**src/rtl/dbc_pkg.sv**
```systemverilog
// dbc_pkg: shared constants for the density blob clustering core
// no dependencies; imported by the core and its divider
package dbc_pkg;

	// configuration register indexes
	localparam logic REG_RADIUS = 1'b0;
	localparam logic REG_MIN_NB = 1'b1;

	localparam int CFG_INDEX_BITS = 1;
	localparam int CFG_DATA_BITS  = 16;
	localparam int MIN_NB_BITS    = 7;

	localparam logic [15:0] RADIUS_RESET = 16'd256;
	localparam logic [6:0]  MIN_NB_RESET = 7'd4;

	// result limits and widths
	localparam int RESULT_LIMIT = 64;
	localparam int RES_BITS     = 7;
	localparam int COUNT_BITS   = 13;

endpackage

```
**src/rtl/dbc_div.sv**
```systemverilog
// dbc_div: restoring divider, signed dividend by unsigned divisor, one bit a cycle
// quotient truncated toward zero; depends on dbc_pkg
module dbc_div #(
	parameter int SW = 29,
	parameter int CW = 13
) (
	input  logic                 clk,
	input  logic                 arst_n,
	input  logic                 start,
	input  logic signed [SW-1:0] dividend,
	input  logic        [CW-1:0] divisor,
	output logic                 done,
	output logic signed [SW-1:0] quotient
);
	import dbc_pkg::*;

	localparam int KW = $clog2(SW + 1);

	logic [CW:0]   rem_q;
	logic [SW-1:0] quo_q;
	logic          neg_q;
	logic          busy_q;
	logic          done_q;
	logic [KW-1:0] cnt_q;
	logic [CW:0]   trial;
	logic          ge;

	// one trial subtraction per cycle
	assign trial = {rem_q[CW-1:0], quo_q[SW-1]};
	assign ge    = trial >= {1'b0, divisor};

	always_ff @(posedge clk or negedge arst_n) begin
		if (!arst_n) begin
			busy_q <= 1'b0;
			done_q <= 1'b0;
			cnt_q  <= '0;
			rem_q  <= '0;
			quo_q  <= '0;
			neg_q  <= 1'b0;
		end else begin
			done_q <= 1'b0;
			if (start) begin
				neg_q  <= dividend[SW-1];
				quo_q  <= dividend[SW-1] ? SW'(-dividend) : SW'(dividend);
				rem_q  <= '0;
				cnt_q  <= KW'(SW);
				busy_q <= 1'b1;
			end else if (busy_q) begin
				rem_q <= ge ? (trial - {1'b0, divisor}) : trial;
				quo_q <= {quo_q[SW-2:0], ge};
				cnt_q <= cnt_q - 1'b1;
				if (cnt_q == KW'(1)) begin
					busy_q <= 1'b0;
					done_q <= 1'b1;
				end
			end
		end
	end

	assign done     = done_q;
	assign quotient = neg_q ? -$signed(quo_q) : $signed(quo_q);

endmodule

```
**config.mk**
```make
export PLATFORM = sky130hd
export DESIGN_NAME = dbc_div
export DESIGN_NICKNAME = d
export VERILOG_FILES = /design/src/rtl/dbc_pkg.sv /design/src/rtl/dbc_div.sv
export SDC_FILE = /design/constraint.sdc
export NUM_CORES = 1
export LEC_CHECK = 0
export BUFFER_PORTS_ARGS = -buffer_cell sky130_fd_sc_hd__buf_4
export CORE_MARGIN = 4
export CORE_UTILIZATION = 40
export DETAILED_ROUTE_END_ITERATION = 8
export GPL_TIMING_DRIVEN = 0
export PLACE_DENSITY = 0.67
export SYNTH_ARGS = -nofsm -noshare
export SYNTH_HDL_FRONTEND = slang
export SYNTH_SLANG_ARGS = --single-unit
```
**constraint.sdc**
```tcl
create_clock -name clk -period 5.2 [get_ports clk]
set_clock_uncertainty 0.1 [all_clocks]
set_input_delay 1.04 -clock clk [delete_from_list [all_inputs] [get_ports clk]]
set_output_delay 1.04 -clock clk [all_outputs]
set_load 0.05 [all_outputs]
```
==> results of run 1 <==
power breakdown:
part	total (mW)	leakage (nW)	switching (mW)	internal, mW
clock network	0.346	0.0714	0.140	0.205
registers	0.542	0.599	0.0806	0.461
logic	1.05	1.52	0.651	0.400
total	1.94	2.19	0.871	1.07
flip-flops by register name, summed over array words and instances (netlist names):
register and count:
busy_q 1, done 1, cnt_q 5, rem_q 13, neg_q 1, quo_q 29
critical path, delay by kind of cell, from the launching register on:
kind | cells | cell delay [ns]
compound gates | 1 | 0.19
xor+xnor | 1 | 0.16
buf+inv | 1 | 0.23
flops | 1 | 0.44
simple gates | 4 | 1.67
cell usage in the layout (no fill, tap or decap), drive strengths merged, types with 29 or more instances in the layout:
cell type,n
buf,81
dfrtp,50
nand2,35
a21oi,33
xor2,32
o21ai,32
xnor2,31
nor2,30
clkbuf,30
a211oi,29
logic make-up after synthesis:
logic type	count (synthesis)	share of synthesized area (%)
xor gates and xnor gates	63	13.0
buffers and inverters	59	5.39
AOI/OAI and AO/OA	146	23.4
adders and majority gates	18	5.48
and+or+nand+nor	147	18.8
DFF	50	29.4
muxes	19	4.51
per-layer routing:
layer	GRT usage (%)	wire length [µm]
met1	26.1	5350
met2	31.3	5470
met3	2.13	620
met4	4.38	146
met5	0	0
cell type report:
class	instances	area [µm²]	area share, %
clock buffers	6	82.6	1.62
flip-flops and latches	50	1250	24.5
clock inverters	2	60.1	1.18
multi-input cells	393	2770	54.2
plain buffers	32	128	2.50
well taps	136	170	3.33
inverters	27	101	1.98
repair buffers	73	548	10.7
path summary, 6_finish.rpt:
kind	slack, ns	depth (start not counted)	to	startpoint
worst max-delay path	1.07	7	quotient[25]	quo_q[4]
worst min-delay path	0.44	2	cnt_q[4]	cnt_q[4]
worst max register to register	2.03	10	rem_q[1]	quo_q[28]
worst min register to register	0.44	2	cnt_q[4]	cnt_q[4]
max in group asynchronous	3.92	1	busy_q	arst_n
min in group asynchronous	0.63	1	rem_q[4]	arst_n
==> metrics.cfg, run 1 <==
[sta]
min_period_over_period_pct = 79.5
setup_ws_ns = 1.07
whs_ns = 0.443
slew_violations = 0
tightestPinTransition_ns = 0.680
max_freq_mhz = 242
rsz0062_at_grt = no
fin_crit_ns = 4.13
timing.setup.tns_ns = 0
hold_viol_final = 0
slew_headroom_pct = 54.3
setup_violations = 0

[critical_path]
crit_type = reg -> out
cp-end-kind = output pin
cp_max_fo = 5
max_stage_delay_ns = 0.53
worstPathRequired_ns = 4.06
crit_slowest_cell = nor4_1
start_kind = register
crit_chain = nor4_1 -> nand3_1 -> or3b_1 -> or3_4 -> o31ai_4 -> xnor2_1 -> buf_4
arrival_ns = 2.99

[worst_hold_path]
hold_class = reg -> reg

[floorplan]
row_count = 37
initial_utilization_pct = 41.2
die_y_um = 111
fp.dieW_um = 111
io_pins = 75
coreArea_um2 = 10300
die_area_um2 = 12300

[drt]
drcViolationCount = 0
dr_total_vias = 4008
wl_per_cell_um = 16.1
routed_via_density = 5.57
wl_um = 11600
drt_iter0_drc = 172
ant_nets = 0
drt_pre_antenna_iters = 5

[logic_synthesis]
synthArstFlopShare_pct = 100
yosysTopAreaCell = dfrtp_1
synth_cells = 502
synth_area_leaders = dfrtp_1, xor2_1, xnor2_1, a211oi_1, ha_1
synth_top_area_share_pct = 29.4
synth.most_common_cell = dfrtp_1
ys_seq_area_share_pct = 29.4
yosys-top-cells-count = dfrtp_1, nand2_1, a21oi_1
syn_avg_cell_area_um2 = 8.46
ys_warn_count = 0
ys.flop_type = dfrtp_1
ys_ff_latch = 50
synthDistinctLibCells = 59
synth-edff-count = 0
syn_nets = 565
synth.cell_area_um2 = 4250

[global_routing]
antenna_found_initial = 0
grt_pass1_vias = 3827
track_usage_pct = 18.8
grt_max_degree = 51
grt_first_pass_wirelength_um = 19200
grt-ovfl-total = 0

[cells_and_area]
design_area_um2 = 5110
instances_no_fill = 719
nNetsFinal = 645
utilization_pct = 49.5
diodes = 0
drive_gt1_share_pct = 16.8
fillers = 1015
syn_to_final_growth_pct = 20.3

[flow_run]
maxCapViolCount = 0

[clocking]
cts.sinks = 50
post_cts_resized = 0
ctsHtreeMaxLevel = 2
cts-hold-fix-buffers = 0
clkLatencyLatePin_ns = 0.31
clk_pin_slew_worst_paths_ns = 0.09
numCtsBuffers = 5
post-cts-setup-buffer-count = 0
clk_path_buf_depth = 2
cts_tree = built
cts-root-buf = clkbuf_8

[placed_design]
place_congestion = 0.901
io_buffers = 73
placed_cells = 711
postPlaceCellArea_um2 = 4970
dpl.hpwl_um = 8780
preCtsSetupSlack_ns = 1.39

[pwr]
powerDensity_nw_per_um2 = 379
cellLeakagePower_nw = 2.19
total_power_mw = 1.94
vdd_ir_drop_max_mv = 0.190

[run_status]
outcome = completed

(Power assumes the default switching activity.)
==> run 2, diff against run 1 <==
- PLACE_DENSITY: 0.67 -> 0.7
- clock period: 5.2 -> 3.6 ns (I/O delays scaled with it)
==> run 2 against run 1 <==
The run now ends with negative setup slack left. Design area up 1.8%. Combinational power up 47%. Cell count up 0.70%. Largest cell class unchanged. Non-clock buffer count up 5. Hold slack worse by 0.11 ns.
==> metrics.cfg, run 2 (synthesis results as in run 1) <==
[cells_and_area]
drive_gt1_share_pct = 19.7
instances_no_fill = 724
design_area_um2 = 5200
syn_to_final_growth_pct = 22.5
diodes = 0
final_common_cell = buf_4
utilization_pct = 50.4
final_cell_mix = buf_4, dfrtp_1, nand2_1
largestRegisters = quo_q (29), rem_q (13), cnt_q (5)
nNetsFinal = 650
largest_reg_flops = 29
top_register = quo_q

[sta]
min_period_over_period_pct = 100
slew_violations = 0
tightestPinTransition_ns = 0.720
hold_viol_final = 0
timing.setup.tns_ns = -0.00307
rsz0062_at_grt = yes
setup_ws_ns = -0.00307
slew_headroom_pct = 52.0
max_freq_mhz = 278
whs_ns = 0.332
fin_crit_ns = 3.60
setup_violations = 1

[floorplan]
die_y_um = 111
io_pins = 75
fp.dieW_um = 111
die_area_um2 = 12300
initial_utilization_pct = 41.2
coreArea_um2 = 10300
row_count = 37

[pwr]
p_sw_mw = 1.29
p_int_mw = 1.42
total_power_mw = 2.71
cellLeakagePower_nw = 2.21
clkPwrFrac_pct = 13.5
vdd_ir_drop_max_mv = 0.284
switching_share_pct = 47.6
comb_power_share_pct = 57.0
powerDensity_nw_per_um2 = 520
seqPwrFrac_pct = 29.5

[clocking]
cts_tree = built
cts.sinks = 50
numCtsBuffers = 5
cts-hold-fix-buffers = 0
cts-root-buf = clkbuf_8
clkLatencyLatePin_ns = 0.31
clk_path_buf_depth = 2
ctsHtreeMaxLevel = 2
clk_pin_slew_worst_paths_ns = 0.10

[drt]
drcViolationCount = 0
drt_pre_antenna_iters = 5
wl_um = 12000
wl_per_cell_um = 16.6
routed_via_density = 5.61
drt_iter0_drc = 186
dr_total_vias = 4060
ant_nets = 0

[run_status]
violations = negative setup slack
outcome = finished with violations

[global_routing]
grt-ovfl-total = 0
antenna_found_initial = 0
grt_first_pass_wirelength_um = 19800
track_usage_pct = 19.3
grt_pass1_vias = 4037
grt_max_degree = 51

[placed_design]
io_buffers = 73
preCtsSetupSlack_ns = 0.0245
dpl.hpwl_um = 8960
place_congestion = 0.939
placed_cells = 711
postPlaceCellArea_um2 = 4970

[critical_path]
cp-end-kind = output pin
cp_max_fo = 5
start_kind = register
worstPathRequired_ns = 2.78
arrival_ns = 2.78
crit_type = reg -> out

[worst_hold_path]
hold_class = in -> async

[flow_run]
maxCapViolCount = 0

run 2: cell types whose count changed in the layout (fill, tap and decap cells not counted), sizes merged:
cell      previous run  this run
clkbuf              30        29
inv                 27        28
buf                 81        87
bufinv               2         0
clkinvlp             0         1
run 2: worst paths after layout:
| check | start | end | slack, ns | cells after the start |
|---|---|---|---|---|
| min reg2reg | cnt_q[4] | cnt_q[4] | 0.43 | 2 |
| min | arst_n | quo_q[18] | 0.33 | 1 |
| max in group asynchronous | arst_n | quo_q[4] | 2.59 | 1 |
| max reg2reg | quo_q[28] | rem_q[7] | 0.47 | 10 |
| min in group clk | cnt_q[4] | cnt_q[4] | 0.43 | 2 |
| max | quo_q[2] | quotient[25] | -0.003 | 7 |
run 2: area by class of cell:
class | count | area [µm²]
Inverter | 27 | 101
Clock buffer | 6 | 82.6
Timing Repair Buffer | 80 | 608
Sequential cell | 50 | 1250
Fill cell | 995 | 5120
Clock inverter | 2 | 16.3
Multi-Input combinational cell | 393 | 2850
Buffer | 30 | 119
Tap cell | 136 | 170
run 2: what timing repair did:
item                                    in CTS  in global routing
pin swaps                                    0                  6
hold endpoints to repair                     0                  0
endpoints found under the setup margin       6                  5
setup buffers                                0                  7
resized for setup                           10                  8
gates cloned                                 0                  0
run 2: worst max-delay path, stage by stage (launching register included):
cell	delay, ns
dfrtp_2	0.46
nor4_4	0.39
nand3_2	0.18
or3b_4	0.45
or3_4	0.44
o31ai_4	0.21
xnor2_2	0.15
buf_6	0.18
run 2: routing by layer:
metal | part of all wire [%] | global-route usage [%]
met1 | 44 | 25.3
met2 | 49 | 33.7
met3 | 5.7 | 3.06
met4 | 1.6 | 4.14
met5 | 0 | 0
run 2: power groups by stage:
stage	clock network, mW	registers (mW)	logic [mW]
final	0.364	0.798	1.54
after CTS	0.368	0.788	1.53
after floorplan	0	0.760	1.12
after global routing	0.391	0.819	1.68
after detailed placement	0	0.791	1.51
after global placement	0	0.788	1.48
==> run 3, diff against run 2 <==
- ABC_AREA: not set -> 1
- PLACE_DENSITY: 0.7 -> 0.69
- REMOVE_ABC_BUFFERS: not set -> 1
==> run 3 against run 2 <==
The run now ends clean. Die area up 16%. Critical path depth down 3. Setup slack better by 0.27 ns. Highest routed layer unchanged.
==> metrics.cfg, run 3 <==
[drt]
wl_um = 14200
dr_total_vias = 5244
ant_nets = 0
routed_via_density = 5.01
drt_iter0_drc = 387
wl_per_cell_um = 13.6
drt_pre_antenna_iters = 5
drcViolationCount = 0

[placed_design]
placed_cells = 1038
dpl.hpwl_um = 11100
place_congestion = 0.903
preCtsSetupSlack_ns = 0.0350
io_buffers = 74

[sta]
whs_ns = 0.356
slew_headroom_pct = 17.0
min_period_over_period_pct = 92.7
max_freq_mhz = 300
timing.setup.tns_ns = 0
rsz0062_at_grt = no
setup_ws_ns = 0.264
fin_crit_ns = 3.34
slew_violations = 0
setup_violations = 0
hold_viol_final = 0
tightestPinTransition_ns = 1.24

[critical_path]
worstPathRequired_ns = 2.78
arrival_ns = 2.52
crit_type = reg -> out
reg2reg_depth = 4
crit_slowest_cell = dfrtp_1
cp-end-kind = output pin
start_kind = register
cp_max_fo = 29
crit_chain = inv_1 -> o21ai_1 -> xor2_1 -> buf_4
max_stage_delay_ns = 0.93

[global_routing]
grt_max_degree = 51
grt-ovfl-total = 0
antenna_found_initial = 0
track_usage_pct = 20.2
grt_pass1_vias = 5042
grt_first_pass_wirelength_um = 23700

[cells_and_area]
syn_to_final_growth_pct = 17.3
nNetsFinal = 940
largest_reg_flops = 29
instances_no_fill = 1046
final_cell_mix = nand2_1, inv_1, nor2_1
drive_gt1_share_pct = 12.6
top_register = quo_q
final_common_cell = nand2_1
diodes = 0
largestRegisters = quo_q (29), rem_q (13), cnt_q (5)
fillers = 1302

[logic_synthesis]
synth_cells = 817
yosysTopAreaCell = dfrtp_1
synth_area_leaders = dfrtp_1, nand2_1, inv_1, nand3_1, nor2_1
synth-edff-count = 0
synth_top_area_share_pct = 25.2
ys_ff_latch = 50
syn_avg_cell_area_um2 = 6.08
yosys-top-cells-count = nand2_1, inv_1, nor2_1
synth.most_common_cell = nand2_1
synthArstFlopShare_pct = 100
ys_seq_area_share_pct = 25.2
synth.cell_area_um2 = 4970
ys.flop_type = dfrtp_1
synthDistinctLibCells = 38
ys_warn_count = 0

[clocking]
cts.sinks = 50
numCtsBuffers = 5
cts_tree = built
cts-root-buf = clkbuf_16
post_cts_resized = 0
clk_path_buf_depth = 2
clkLatencyLatePin_ns = 0.29
ctsHtreeMaxLevel = 2
post-cts-setup-buffer-count = 0
clk_pin_slew_worst_paths_ns = 0.07
cts-hold-fix-buffers = 0

[pwr]
powerDensity_nw_per_um2 = 497
total_power_mw = 2.89
cellLeakagePower_nw = 3.05
vdd_ir_drop_max_mv = 0.192

[floorplan]
initial_utilization_pct = 41.2
die_area_um2 = 14300
coreArea_um2 = 12100
die_y_um = 119
io_pins = 75
row_count = 40
fp.dieW_um = 119

[run_status]
outcome = completed

[flow_run]
maxCapViolCount = 0

[worst_hold_path]
hold_class = in -> async

-- run 3: cell types whose count changed after synthesis, sizes merged, moves of 12 or more --
| cell | previous run | this run |
|---|---|---|
| inv | 27 | 124 |
| xnor2 | 31 | 3 |
| mux2i | 18 | 0 |
| nor2b | 21 | 0 |
| nand2 | 35 | 250 |
| o21ai | 32 | 52 |
| or3 | 12 | 0 |
| nor2 | 30 | 105 |
| a211oi | 29 | 0 |
| o221ai | 0 | 12 |
| nand4 | 2 | 22 |
| nand3 | 11 | 97 |
| a21oi | 33 | 14 |
-- run 3: routing by layer --
metal | track usage (%) | part of all wire [%] | vias up
met3 | 2.23 | 4.2 | 19
met2 | 35.4 | 48 | 130
met4 | 6.08 | 2.0 | 0
met5 | 0 | 0 | -
met1 | 26.0 | 46 | 2368
li1 | - | - | 2727
-- run 3: layout make-up --
cell class	count	area, µm²	area share (%)
Multi-Input combinational cell	618	3130	53.8
Sequential cell	50	1250	21.5
Timing Repair Buffer	74	556	9.54
Inverter	128	482	8.27
Tap cell	168	210	3.61
Clock buffer	5	125	2.15
Clock inverter	3	68.8	1.18
-- run 3: critical path, delay by kind of cell, from the launching register on --
family	cells	cell delay, ns
flops	1	0.93
xor+xnor	1	0.23
buf+inv	2	0.70
compound gates	1	0.36
-- run 3: cell families (layout without fill, tap and decap cells) --
kind of cell    after synthesis  in the layout  synth area share, %
compound gates               90             90                 10.8
xor+xnor                     26             26                 4.59
fa+ha+maj                    18             18                 4.69
buf+inv                     149            210                 11.8
flops                        50             50                 25.2
simple gates                484            484                 42.9
-- run 3: power breakdown --
group	internal [mW]	switching (mW)	leakage, nW
clock network	0.400	0.222	0.0940
registers	0.658	0.0960	0.602
logic	0.499	1.02	2.35
total	1.56	1.34	3.05
-- run 3: metrics by stage --
step                area [µm²]  util (%)
finish                    5820      48.3
global route              5820      48.3
CTS                       5820      48.3
detailed placement        5630      46.7
global placement          5630      46.6
floorplan                 4860         -
-- run 3: final timing paths --
check	start	endpoint	slack, ns
worst min-delay path	arst_n	rem_q[5]	0.36
min in group clk	cnt_q[4]	cnt_q[4]	0.40
max in group asynchronous	arst_n	quo_q[23]	2.61
worst max register to register	busy_q	quo_q[19]	0.45
worst max-delay path	neg_q	quotient[14]	0.26
worst min register to register	cnt_q[4]	cnt_q[4]	0.40
